File: config.mk
export PLATFORM = sky130hd
export DESIGN_NAME = printable_string_extractor_top
export DESIGN_NICKNAME = d
export VERILOG_FILES = /design/src/hw/rtl/pse_pkg.sv /design/src/hw/rtl/pse_ram.sv /design/src/hw/rtl/pse_datapath.sv /design/src/hw/rtl/pse_ctrl.sv /design/src/hw/rtl/printable_string_extractor_top.sv
export SDC_FILE = /design/constraint.sdc
export NUM_CORES = 1
export LEC_CHECK = 0
export ABC_AREA = 1
export ABC_CLOCK_PERIOD_IN_PS = 3740
export BUFFER_PORTS_ARGS = -buffer_cell sky130_fd_sc_hd__buf_2
export CORE_MARGIN = 2
export CORE_UTILIZATION = 55
export CTS_CLUSTER_SIZE = 20
export DETAILED_ROUTE_END_ITERATION = 8
export MAX_ROUTING_LAYER = met4
export PLACE_DENSITY = 0.73
export SYNTH_ARGS = -nofsm -noshare
export SYNTH_HDL_FRONTEND = slang
export SYNTH_SLANG_ARGS = --single-unit
File: constraint.sdc
create_clock -name clk -period 3.74 [get_ports clk]
set_clock_uncertainty 0.15 [all_clocks]
set_input_delay 0.561 -clock clk [delete_from_list [all_inputs] [get_ports clk]]
set_output_delay 0.561 -clock clk [all_outputs]
set_load 0.01 [all_outputs]
File: src/hw/rtl/pse_pkg.sv
// ----------------------------------------------------------------------------
// Printable string extractor package
// Sizes, register indexes and the controller/datapath interface types.
// ----------------------------------------------------------------------------
package pse_pkg;

  localparam int MAX_STRING = 64;
  localparam int ADDR_W     = $clog2(MAX_STRING);
  localparam int LEN_W      = $clog2(MAX_STRING + 1);
  localparam int MIN_W      = 6;
  localparam int CFG_W      = 7;

  localparam logic       CFG_MIN_LEN = 1'b0;
  localparam logic       CFG_MAX_LEN = 1'b1;

  localparam logic [7:0] PRINT_LOW  = 8'h20;
  localparam logic [7:0] PRINT_HIGH = 8'h7E;

  // Commands from the controller to the datapath.
  typedef struct packed {
    logic capture;    // latch the accepted input word
    logic scan;       // evaluate the latched byte against the run state
    logic emit_load;  // load the character read from the run store
    logic emit_next;  // step to the next character of the kept run
  } cmd_t;

  // Status from the datapath to the controller.
  typedef struct packed {
    logic emit_start; // the scanned byte closed a run that is to be sent
    logic emit_last;  // the loaded character ends the run
  } status_t;

endpackage

File: src/hw/rtl/pse_ram.sv
// ----------------------------------------------------------------------------
// Generic simple dual-port RAM
// One write port and one read port with registered read data.
// ----------------------------------------------------------------------------
module pse_ram #(
  parameter int WIDTH = 8,
  parameter int DEPTH = 64
) (
  input  logic                     clk,
  input  logic                     we,
  input  logic [$clog2(DEPTH)-1:0] waddr,
  input  logic [WIDTH-1:0]         wdata,
  input  logic [$clog2(DEPTH)-1:0] raddr,
  output logic [WIDTH-1:0]         rdata
);

  logic [WIDTH-1:0] mem [DEPTH];

  always_ff @(posedge clk) begin
    if (we) begin
      mem[waddr] <= wdata;
    end
    rdata <= mem[raddr];
  end

endmodule

File: src/hw/rtl/pse_datapath.sv
// ----------------------------------------------------------------------------
// Printable string extractor datapath
// Run state, run and previous-string stores, length checks and output word.
// ----------------------------------------------------------------------------
module pse_datapath (
  input  logic                   clk,
  input  logic                   rst,
  input  pse_pkg::cmd_t          cmd,
  output pse_pkg::status_t       status,
  input  logic [7:0]             in_byte,
  input  logic                   in_eos,
  input  logic                   cfg_we,
  input  logic                   cfg_index,
  input  logic [pse_pkg::CFG_W-1:0] cfg_data,
  output logic [6:0]             out_char,
  output logic                   out_last
);

  logic [7:0]                    byte_q;
  logic                          eos_q;
  logic [pse_pkg::LEN_W-1:0]     run_length;
  logic                          run_active;
  logic                          gap_seen;
  logic                          matches_previous;
  logic [pse_pkg::LEN_W-1:0]     previous_length;
  logic [pse_pkg::LEN_W-1:0]     emit_len;
  logic [pse_pkg::ADDR_W-1:0]    emit_idx;
  logic [pse_pkg::MIN_W-1:0]     min_len;
  logic [pse_pkg::CFG_W-1:0]     max_len;

  logic [pse_pkg::LEN_W-1:0]     len0;
  logic                          room;
  logic                          printable;
  logic                          mismatch;
  logic                          match_next;
  logic [pse_pkg::LEN_W-1:0]     len_next;
  logic                          active_next;
  logic                          close_run;
  logic                          keep;
  logic                          dup;
  logic                          emit;
  logic [7:0]                    prev_rdata;
  logic [7:0]                    run_rdata;

  // A printable byte that starts a run is stored at position zero.
  assign len0      = run_active ? run_length : '0;
  assign room      = len0 < pse_pkg::LEN_W'(pse_pkg::MAX_STRING);
  assign printable = (byte_q >= pse_pkg::PRINT_LOW) && (byte_q <= pse_pkg::PRINT_HIGH);

  // The previous store is read at len0 while the controller idles, so the
  // entry is ready in the scan cycle. It is only used below previous_length.
  assign mismatch    = !room || (len0 >= previous_length) || (prev_rdata != byte_q);
  assign match_next  = printable ? ((run_active ? matches_previous : 1'b1) && !mismatch)
                                 : matches_previous;
  assign len_next    = (printable && room) ? len0 + pse_pkg::LEN_W'(1) : len0;
  assign active_next = printable || run_active;
  assign close_run   = (!printable && run_active && gap_seen) || (eos_q && active_next);

  assign keep = (len_next > {1'b0, min_len}) && (len_next > pse_pkg::LEN_W'(1)) &&
                (len_next < max_len) && (len_next < pse_pkg::LEN_W'(pse_pkg::MAX_STRING));
  assign dup  = match_next && (previous_length != '0) && (len_next == previous_length);
  assign emit = close_run && keep && !dup;

  assign status.emit_start = cmd.scan && emit;
  assign status.emit_last  = out_last;

  pse_ram #(.WIDTH(8), .DEPTH(pse_pkg::MAX_STRING)) u_run_ram (
    .clk   (clk),
    .we    (cmd.scan && printable && room),
    .waddr (len0[pse_pkg::ADDR_W-1:0]),
    .wdata (byte_q),
    .raddr (emit_idx),
    .rdata (run_rdata)
  );

  // Each character sent is copied into the previous-string store.
  pse_ram #(.WIDTH(8), .DEPTH(pse_pkg::MAX_STRING)) u_prev_ram (
    .clk   (clk),
    .we    (cmd.emit_load),
    .waddr (emit_idx),
    .wdata (run_rdata),
    .raddr (len0[pse_pkg::ADDR_W-1:0]),
    .rdata (prev_rdata)
  );

  always_ff @(posedge clk) begin
    if (rst) begin
      run_length       <= '0;
      run_active       <= 1'b0;
      gap_seen         <= 1'b0;
      matches_previous <= 1'b0;
      previous_length  <= '0;
      min_len          <= pse_pkg::MIN_W'(3);
      max_len          <= pse_pkg::CFG_W'(pse_pkg::MAX_STRING);
      emit_idx         <= '0;
    end else begin
      if (cfg_we) begin
        unique case (cfg_index)
          pse_pkg::CFG_MIN_LEN: min_len <= cfg_data[pse_pkg::MIN_W-1:0];
          pse_pkg::CFG_MAX_LEN: max_len <= cfg_data;
          default: ;
        endcase
      end
      if (cmd.scan) begin
        priority if (close_run) begin
          run_active       <= 1'b0;
          gap_seen         <= 1'b0;
          matches_previous <= 1'b0;
          run_length       <= '0;
        end else if (printable) begin
          run_active       <= 1'b1;
          gap_seen         <= 1'b0;
          matches_previous <= match_next;
          run_length       <= len_next;
        end else if (run_active) begin
          gap_seen <= 1'b1;
        end else begin
          // A non-printable byte outside a run leaves the run state alone.
        end
        if (eos_q) begin
          previous_length <= '0;
        end else if (emit) begin
          previous_length <= len_next;
        end
        if (emit) begin
          emit_idx <= '0;
        end
      end else if (cmd.emit_next) begin
        emit_idx <= emit_idx + pse_pkg::ADDR_W'(1);
      end
    end
  end

  always_ff @(posedge clk) begin
    if (cmd.capture) begin
      byte_q <= in_byte;
      eos_q  <= in_eos;
    end
    if (cmd.scan && emit) begin
      emit_len <= len_next;
    end
    if (cmd.emit_load) begin
      out_char <= run_rdata[6:0];
      out_last <= ({1'b0, emit_idx} + pse_pkg::LEN_W'(1)) == emit_len;
    end
  end

endmodule

File: src/hw/rtl/pse_ctrl.sv
// ----------------------------------------------------------------------------
// Printable string extractor controller
// Sequences accept, scan and the character-by-character output of a run.
// ----------------------------------------------------------------------------
module pse_ctrl (
  input  logic             clk,
  input  logic             rst,
  input  logic             s_tvalid,
  output logic             s_tready,
  output logic             m_tvalid,
  input  logic             m_tready,
  output pse_pkg::cmd_t    cmd,
  input  pse_pkg::status_t status
);

  typedef enum logic [2:0] {
    S_IDLE,
    S_SCAN,
    S_READ,
    S_LOAD,
    S_HOLD
  } state_t;

  state_t state;

  assign cmd.capture   = s_tvalid && s_tready;
  assign cmd.scan      = (state == S_SCAN);
  assign cmd.emit_load = (state == S_LOAD);
  assign cmd.emit_next = (state == S_HOLD) && m_tready && !status.emit_last;

  always_ff @(posedge clk) begin
    if (rst) begin
      state    <= S_IDLE;
      s_tready <= 1'b1;
      m_tvalid <= 1'b0;
    end else begin
      unique case (state)
        S_IDLE: begin
          if (s_tvalid) begin
            state    <= S_SCAN;
            s_tready <= 1'b0;
          end
        end
        S_SCAN: begin
          if (status.emit_start) begin
            state <= S_READ;
          end else begin
            state    <= S_IDLE;
            s_tready <= 1'b1;
          end
        end
        S_READ: begin
          state <= S_LOAD;
        end
        S_LOAD: begin
          state    <= S_HOLD;
          m_tvalid <= 1'b1;
        end
        S_HOLD: begin
          if (m_tready) begin
            m_tvalid <= 1'b0;
            if (status.emit_last) begin
              state    <= S_IDLE;
              s_tready <= 1'b1;
            end else begin
              state <= S_READ;
            end
          end
        end
        default: begin
          state    <= S_IDLE;
          s_tready <= 1'b1;
          m_tvalid <= 1'b0;
        end
      endcase
    end
  end

endmodule

File: src/hw/rtl/printable_string_extractor_top.sv
// ----------------------------------------------------------------------------
// Printable string extractor
// Finds runs of printable ASCII bytes in a byte stream and sends kept runs.
//
//   Channel | Direction | Word contents
//   s_*     | in        | tdata[7:0] data_byte, tlast end_of_stream
//   m_*     | out       | tdata[6:0] out_char, tdata[7] zero, tlast string_last
//   cfg_*   | in        | index 0 min_len, index 1 max_len, no read-back
//
// Each input word is accepted in the idle state and then scanned against
// the run state while the previous-string store answers the comparison.
// A kept run is then sent one character at a time, the controller stepping
// through its three states (store read, load, hand-off) for each character;
// the hand-off waits on m_tready, and no input word is taken until the run
// is sent. Reset is synchronous; both stores need no clearing after reset.
// ----------------------------------------------------------------------------
module printable_string_extractor_top (
  input  logic                      clk,
  input  logic                      rst,
  input  logic                      s_tvalid,
  output logic                      s_tready,
  input  logic [7:0]                s_tdata,   // [7:0] data_byte
  input  logic                      s_tlast,   // end_of_stream
  output logic                      m_tvalid,
  input  logic                      m_tready,
  output logic [7:0]                m_tdata,   // [6:0] out_char, [7] zero
  output logic                      m_tlast,   // string_last
  input  logic                      cfg_we,
  input  logic                      cfg_index,
  input  logic [pse_pkg::CFG_W-1:0] cfg_data
);

  pse_pkg::cmd_t    cmd;
  pse_pkg::status_t status;
  logic [6:0]       out_char;

  pse_ctrl u_ctrl (
    .clk      (clk),
    .rst      (rst),
    .s_tvalid (s_tvalid),
    .s_tready (s_tready),
    .m_tvalid (m_tvalid),
    .m_tready (m_tready),
    .cmd      (cmd),
    .status   (status)
  );

  pse_datapath u_datapath (
    .clk       (clk),
    .rst       (rst),
    .cmd       (cmd),
    .status    (status),
    .in_byte   (s_tdata),
    .in_eos    (s_tlast),
    .cfg_we    (cfg_we),
    .cfg_index (cfg_index),
    .cfg_data  (cfg_data),
    .out_char  (out_char),
    .out_last  (m_tlast)
  );

  assign m_tdata = {1'b0, out_char};

endmodule

==> flow_metrics.env, run 1 <==
export IMPL_yosysWarningCount=0
export IMPL_worstPathRequired_ns=3.89
export IMPL_core_um2=76100
export IMPL_grt_pass1_vias=26300
export IMPL_ys_top_cells_by_area="edfxtp_1 (74%), nand2_1 (4.9%), dfxtp_1 (2.7%)"
export IMPL_synth_xor_area_share=0.00349
export IMPL_grt_pass1_wl_um=165000
export IMPL_htree_levels=3
export IMPL_ir_drop_v=0.000411
export IMPL_globalplace_congestion=0.945
export IMPL_pre_cts_ws_ns=0.247
export IMPL_syn_inst=2986
export IMPL_relSlewSlack=0.143
export IMPL_synth_top_area_frac=0.744
export IMPL_synth_cell_type_count=59
export IMPL_period_minus_slack_ns=3.47
export IMPL_setup_tns_ns=0
export IMPL_ys_ff_latch=1105
export IMPL_cp_arrival_ns=3.62
export IMPL_fp_dieH_um=281
export IMPL_cp_start_kind="flop"
export IMPL_status="completed"
export IMPL_die_area_um2=79100
export IMPL_num_rows=101
export IMPL_yosys_area_top_type="edfxtp_1"
export IMPL_synth_fp_nets=3024
export IMPL_synth_fa_ha_area_frac=0.00473
export IMPL_grt_use_total=0.291
export IMPL_clk_latency_ns=0.71
export IMPL_instances_no_fill=4289
export IMPL_ios=33
export IMPL_die_w_um=281
export IMPL_crit_family="simple AND/OR/NAND/NOR gates"
export IMPL_cts_buffers=108
export IMPL_clkTransAtPathRegs_ns=0.06
export IMPL_clockRootBuffer="clkbuf_16"
export IMPL_start_util=0.556
export IMPL_hold_violations=0
export IMPL_via_per_inst=6.29
export IMPL_cts_sinks=1105
export IMPL_setup_viol=0
export IMPL_drc=0
export IMPL_finalCritPeriodShare=0.927
export IMPL_layout_setup_ws_ns=0.272
export IMPL_cts_tree="yes"
export IMPL_antenna_found_initial=0
export IMPL_drv_slew=0
export IMPL_wl_per_cell_um=26.0
export IMPL_clock_fmax_mhz=288
export IMPL_drtAntennaViolNets=0
export IMPL_drive_above_1_share=0.127
export IMPL_cp_max_fo=10
export IMPL_synth_compound_area_share=0.0897
export IMPL_crit_type="reg -> reg"
export IMPL_hpwlAfterDp_um=68200
export IMPL_hold_start="cfg_data[5]"
export IMPL_path_depth=8
export IMPL_rsz0062_at_grt="no"
export IMPL_avgSynthCellArea_um2=14.2
export IMPL_max_slew_worst_pin_slew_ns=1.29
export IMPL_drt_first_pass_iters=5
export IMPL_antennaDiodeCount=0
export IMPL_mappedNetlistArea_um2=42300
export IMPL_grt_start_max_net_pins=69
export IMPL_slowest_stage="nor2_1"
export IMPL_overflow=0
export IMPL_leakage_nw=16.0
export IMPL_min_path_type="in -> reg"
export IMPL_synthSimpleGateAreaFrac=0.108
export IMPL_drv_cap=0
export IMPL_cp_end_kind="flop"
export IMPL_area_growth_pct=14.2
export IMPL_r2r_start="u_datapath.byte_q[6]"
export IMPL_num_nets_final=3210
export IMPL_regArea_um2=32600
export IMPL_hold_path_depth=3
export IMPL_drtIter0Drc=3957
export IMPL_muxShareOfSynthArea=0
export IMPL_max_stage_delay_ns=0.83
export IMPL_dp_cells=4078
export IMPL_fin_util=0.635
export IMPL_num_vias=27000
export IMPL_critPathLaunch="u_datapath.byte_q[6]"
export IMPL_multi_input_area_um2=8780
export IMPL_nFillCells=5357
export IMPL_port_buffer_count=31
export IMPL_rr_worst_depth=8
export IMPL_p_per_area_nw_per_um2=516
export IMPL_power_mw=24.9
export IMPL_synth_top_family_by_area="simple AND/OR/NAND/NOR gates"
export IMPL_critPathBufInv=1
export IMPL_clockBufferDepth=3
export IMPL_routed_wl_um=112000
export IMPL_path_cells="nand2_1 > nor2_1 > nand2_2 > nand3_4 > nor4_2 > buf_4 > nand2_1 > nor2_1"
export IMPL_synth_seq_area_share=0.771
[sequential cells by signal, summed over array words and instances (netlist names), 3 cells and up]
| signal | cells |
|---|---|
| u_datapath.u_run_ram.mem | 512 |
| u_datapath.emit_len | 7 |
| u_datapath.min_len | 6 |
| u_datapath.u_run_ram.rdata | 8 |
| u_datapath.emit_idx | 6 |
| u_ctrl.state | 3 |
| u_datapath.previous_length | 7 |
| u_datapath.byte_q | 8 |
| u_datapath.u_prev_ram.mem | 512 |
| u_datapath.out_char | 7 |
| u_datapath.u_prev_ram.rdata | 8 |
| u_datapath.max_len | 7 |
| u_datapath.run_length | 7 |
[cell usage in the layout (no fill, tap or decap), drive strengths merged, types with 2 or more instances in the layout]
cell type and instances:
edfxtp 1048, clkbuf 134, inv 110, or2 17, nor3 18, o22ai 5, xnor2 7, a22o 92
a22oi 73, clkinvlp 3, o31ai 6, buf 189, xor2 9, nand2 560, a21oi 57, a221oi 105
a211oi 11, nor4 2, o211ai 24, o2111ai 2, nor2 285, o21ai 144, nand4 104, nand3 82
dfxtp 57, a32o 5, bufinv 10, ha 16, dlygate4sd3 14, clkinv 56
[power breakdown]
part	switching, mW	internal, mW
Clock	4.66	6.21
Combinational	0.333	0.106
Sequential	0.0633	13.6
[what timing repair did]
item	CTS	global route
buffers inserted	0	0
hold buffers	14	0
endpoints found under the setup margin	0	7
gates resized for setup	0	2
endpoints found under the hold margin	14	0
[tightest hold or removal path: stages]
cell and delay [ns]:
buf_2 0.10, o21ai_0 0.08, a21oi_1 0.12
[cell usage after synthesis, drive strengths merged]
library cell and count:
or2 17, a21boi 1, a32o 5, o22ai 5, xnor2 7, nand3 82
edfxtp 1048, clkbuf 77, a311oi 1, o211ai 24, a2111oi 1, o21a 1
nor4 2, a211o 1, o21ai 144, o21bai 1, buf 50, a22oi 73
inv 109, clkinv 7, o2bb2ai 1, a2bb2oi 1, nor3 18, dfxtp 57
nand3b 1, a22o 92, o31ai 6, o2111ai 2, nand2 560, a211oi 11
a31oi 1, o221ai 1, ha 16, nor2 285, conb 1, nand4 104
a221oi 105, a41oi 1, a21o 1, a21oi 57, xor2 9
[path summary, 6_finish.rpt]
kind / endpoint / slack (ns)
min: u_datapath.max_len[5] / 0.06
max: u_datapath.u_run_ram.mem[61][2] / 0.27
max reg2reg: u_datapath.u_run_ram.mem[61][2] / 0.27
min reg2reg: u_datapath.max_len[2] / 0.32
[kinds of logic (layout without fill, tap and decap cells)]
family                     count (synthesis)  count (layout)
AOI/OAI and AO/OA                        536             536
xor gates and xnor gates                  16              16
adders and majority gates                 16              16
buffers and inverters                    243             516
DFF                                     1105            1105
other                                      1               1
and+or+nand+nor                         1069            1069
[metrics by stage]
stage | area (um2) | hold WS (ns)
global placement | 44600 | 0.298
floorplan | 42300 | 0.280
global route | 48300 | 0.0566
detailed placement | 44600 | 0.312
CTS | 48300 | 0.0128
finish | 48300 | 0.0570
[final cells by class]
| type | instances | area share |
|---|---|---|
| tap | 1030 | 0.0267 |
| clock buffer | 134 | 0.0600 |
| timing repair buffer | 203 | 0.0332 |
| sequential | 1105 | 0.675 |
| multi-input combinational | 1638 | 0.182 |
| inverter | 116 | 0.00922 |
| clock inverter | 63 | 0.0139 |
[layer usage]
metal / up-vias / GRT usage / share of wire
met5: - / - / 0
met4: 0 / 0.0945 / 0.031
met3: 220 / 0.0464 / 0.11
met2: 1760 / 0.445 / 0.47
met1: 13400 / 0.405 / 0.40
li1: 11600 / - / -
No activity file was read; power rests on OpenSTA's default activity.
==> run 2, diff against run 1 <==
--- a/config.mk
+++ b/config.mk
@@ -9,11 +9,11 @@
 export ABC_CLOCK_PERIOD_IN_PS = 3740
 export BUFFER_PORTS_ARGS = -buffer_cell sky130_fd_sc_hd__buf_2
 export CORE_MARGIN = 2
-export CORE_UTILIZATION = 55
+export CORE_UTILIZATION = 50
 export CTS_CLUSTER_SIZE = 20
 export DETAILED_ROUTE_END_ITERATION = 8
 export MAX_ROUTING_LAYER = met4
-export PLACE_DENSITY = 0.73
+export PLACE_DENSITY = 0.68
 export SYNTH_ARGS = -nofsm -noshare
 export SYNTH_HDL_FRONTEND = slang
 export SYNTH_SLANG_ARGS = --single-unit
==> run 2 against run 1 <==
Net effect:
- the run now ends with negative setup slack left
- sequential share of layout area grew 0.082 points
- first-iteration DRC count shrank 13%
- global-route usage shrank 2.4 points
- non-clock buffer count shrank 8
- die area grew 9.9%
- power is 1.6% lower
- wire length grew 0.72%
- sequential power about the same
==> flow_metrics.env, run 2 (same netlist as run 1, synthesis figures left out) <==
export IMPL_status="finished with violations"
export IMPL_violations="negative setup slack"
export IMPL_final_common_cell="edfxtp_1"
export IMPL_clock_fmax_mhz=265
export IMPL_power_share_clock=0.427
export IMPL_leakage_nw=16.0
export IMPL_worstReg2RegEnd="u_datapath.u_prev_ram.rdata[4]"
export IMPL_hold_start="cfg_data[2]"
export IMPL_start_util=0.505
export IMPL_cts_tree="yes"
export IMPL_p_comb_frac=0.018
export IMPL_crit_type="reg -> reg"
export IMPL_hpwlAfterDp_um=68600
export IMPL_overflow=0
export IMPL_grt_pass1_vias=25600
export IMPL_cp_max_fo=47
export IMPL_num_rows=106
export IMPL_clockRootBuffer="clkbuf_16"
export IMPL_max_slew_worst_pin_slew_ns=1.24
export IMPL_grt_use_total=0.267
export IMPL_grt_start_max_net_pins=69
export IMPL_reg_largest_list="u_datapath.u_prev_ram.mem: 512 flops, u_datapath.u_run_ram.mem: 512 flops"
export IMPL_grt_pass1_wl_um=166000
export IMPL_globalplace_congestion=0.938
export IMPL_pre_cts_ws_ns=-0.0135
export IMPL_cts_buffers=107
export IMPL_min_path_type="in -> reg"
export IMPL_cts_sinks=1105
export IMPL_power_internal_mw=19.5
export IMPL_ir_drop_v=0.000495
export IMPL_wl_per_cell_um=25.6
export IMPL_setup_viol=1
export IMPL_p_switching_mw=5.03
export IMPL_drtAntennaViolNets=0
export IMPL_drtIter0Drc=3448
export IMPL_slowest_stage="a211oi_1"
export IMPL_via_per_inst=6.03
export IMPL_ios=33
export IMPL_drive_above_1_share=0.127
export IMPL_r2r_slack_ns=-0.03
export IMPL_critPathBufInv=2
export IMPL_period_minus_slack_ns=3.77
export IMPL_num_vias=26500
export IMPL_path_depth=10
export IMPL_fp_dieH_um=295
export IMPL_relSlewSlack=0.172
export IMPL_drv_cap=0
export IMPL_hold_violations=0
export IMPL_clockBufferDepth=3
export IMPL_instances_no_fill=4387
export IMPL_p_per_area_nw_per_um2=508
export IMPL_cp_end_kind="flop"
export IMPL_finalCritPeriodShare=1.01
export IMPL_die_w_um=295
export IMPL_layout_setup_ws_ns=-0.0273
export IMPL_cp_start_kind="flop"
export IMPL_layout_cells_most_common_list="edfxtp_1 (1048), nand2_1 (548), nor2_1 (272), buf_4 (141), o21ai_0 (137)"
export IMPL_rr_worst_depth=10
export IMPL_routed_wl_um=112000
export IMPL_drv_slew=0
export IMPL_htree_levels=3
export IMPL_area_growth_pct=14.1
export IMPL_cp_arrival_ns=4.07
export IMPL_switching_share=0.205
export IMPL_hold_end="u_datapath.min_len[2]"
export IMPL_clk_latency_ns=0.70
export IMPL_core_um2=83700
export IMPL_clkTransAtPathRegs_ns=0.06
export IMPL_die_area_um2=86900
export IMPL_drc=0
export IMPL_antenna_found_initial=3
export IMPL_max_stage_delay_ns=0.58
export IMPL_hold_path_depth=3
export IMPL_drt_first_pass_iters=5
export IMPL_sequentialPowerShare=0.555
export IMPL_worstPathRequired_ns=4.04
export IMPL_rsz0062_at_grt="no"
export IMPL_port_buffer_count=31
export IMPL_num_nets_final=3201
export IMPL_r2r_start="u_datapath.run_active"
export IMPL_crit_family="simple AND/OR/NAND/NOR gates"
export IMPL_path_cells="nand2_2 > buf_4 > nor2_4 > buf_4 > nand2_1 > nand3_1 > o31ai_2 > nand2_1 > a211oi_1 > nand4_1"
export IMPL_dp_cells=4176
-- run 2: cell count changes in the layout (fill, tap and decap cells not counted), moves of 2 or more --
cell           previous run  this run
buf_4                   148       141
bufinv_16                10         7
clkbuf_1                 17        12
clkbuf_16               109       107
clkbuf_8                  8         3
clkinv_2                 15        26
diode_2                   0         3
dlygate4sd3_1            14        12
-- run 2: routing by layer --
layer / vias to the layer above / GRT usage / part of all wire
met4: 0 / 0.0775 / 0.027
li1: 11600 / - / -
met5: - / - / 0
met2: 1501 / 0.403 / 0.47
met1: 13200 / 0.373 / 0.40
met3: 191 / 0.0488 / 0.10
-- run 2: final cells by class --
class	count	area, um2
inverters	116	442
repair buffers	195	1550
well taps	1134	1420
diodes	3	7.51
clock buffers	122	2760
multi-input cells	1638	8790
clock inverters	74	674
fillers	6307	35400
flip-flops and latches	1105	32600
-- run 2: timing repair --
item                       in CTS  in global routing
setup buffers                   0                  0
setup endpoints to repair       1                 23
hold buffers                   12                  0
gates resized for setup         2                  1
hold endpoints to repair       13                  0
-- run 2: worst min-delay path, cell delays in order --
cell     delay [ns]
buf_2          0.11
o21ai_0        0.08
a21oi_1        0.10
-- run 2: power by group through the flow --
stage / combinational [mW] / clock, mW / sequential, mW
after floorplan: 0.177 / 0 / 13.9
after global placement: 0.413 / 0 / 13.9
after detailed placement: 0.425 / 0 / 13.9
after CTS: 0.436 / 10.6 / 13.6
after global routing: 0.478 / 11.1 / 13.6
final: 0.439 / 10.5 / 13.6
-- run 2: worst max-delay path by stage --
stage | start | to | slack (ns)
floorplan | u_datapath.byte_q[5] | u_datapath.emit_len[0] | 0.04
global placement | u_datapath.run_active | u_datapath.u_prev_ram.rdata[4] | 0.05
detailed placement | u_datapath.run_active | u_datapath.u_prev_ram.rdata[4] | -0.01
CTS | u_datapath.run_active | u_datapath.u_prev_ram.rdata[4] | 0.19
global route | u_datapath.run_active | u_datapath.u_prev_ram.rdata[4] | 0.03
finish | u_datapath.run_active | u_datapath.u_prev_ram.rdata[4] | -0.03
-- run 2: through the flow --
step	power [mW]	hold WS [ns]	utilization	setup TNS, ns	area (um2)
3_3_place_gp	14.3	0.302	0.534	0	44700
5_1_grt	25.1	0.0444	0.577	0	48300
3_5_place_dp	14.3	0.309	0.534	-0.0135	44700
2_1_floorplan	14.1	0.280	-	0	42300
4_1_cts	24.6	0.00672	0.577	0	48300
6_report	24.5	0.0493	0.577	-0.0273	48300
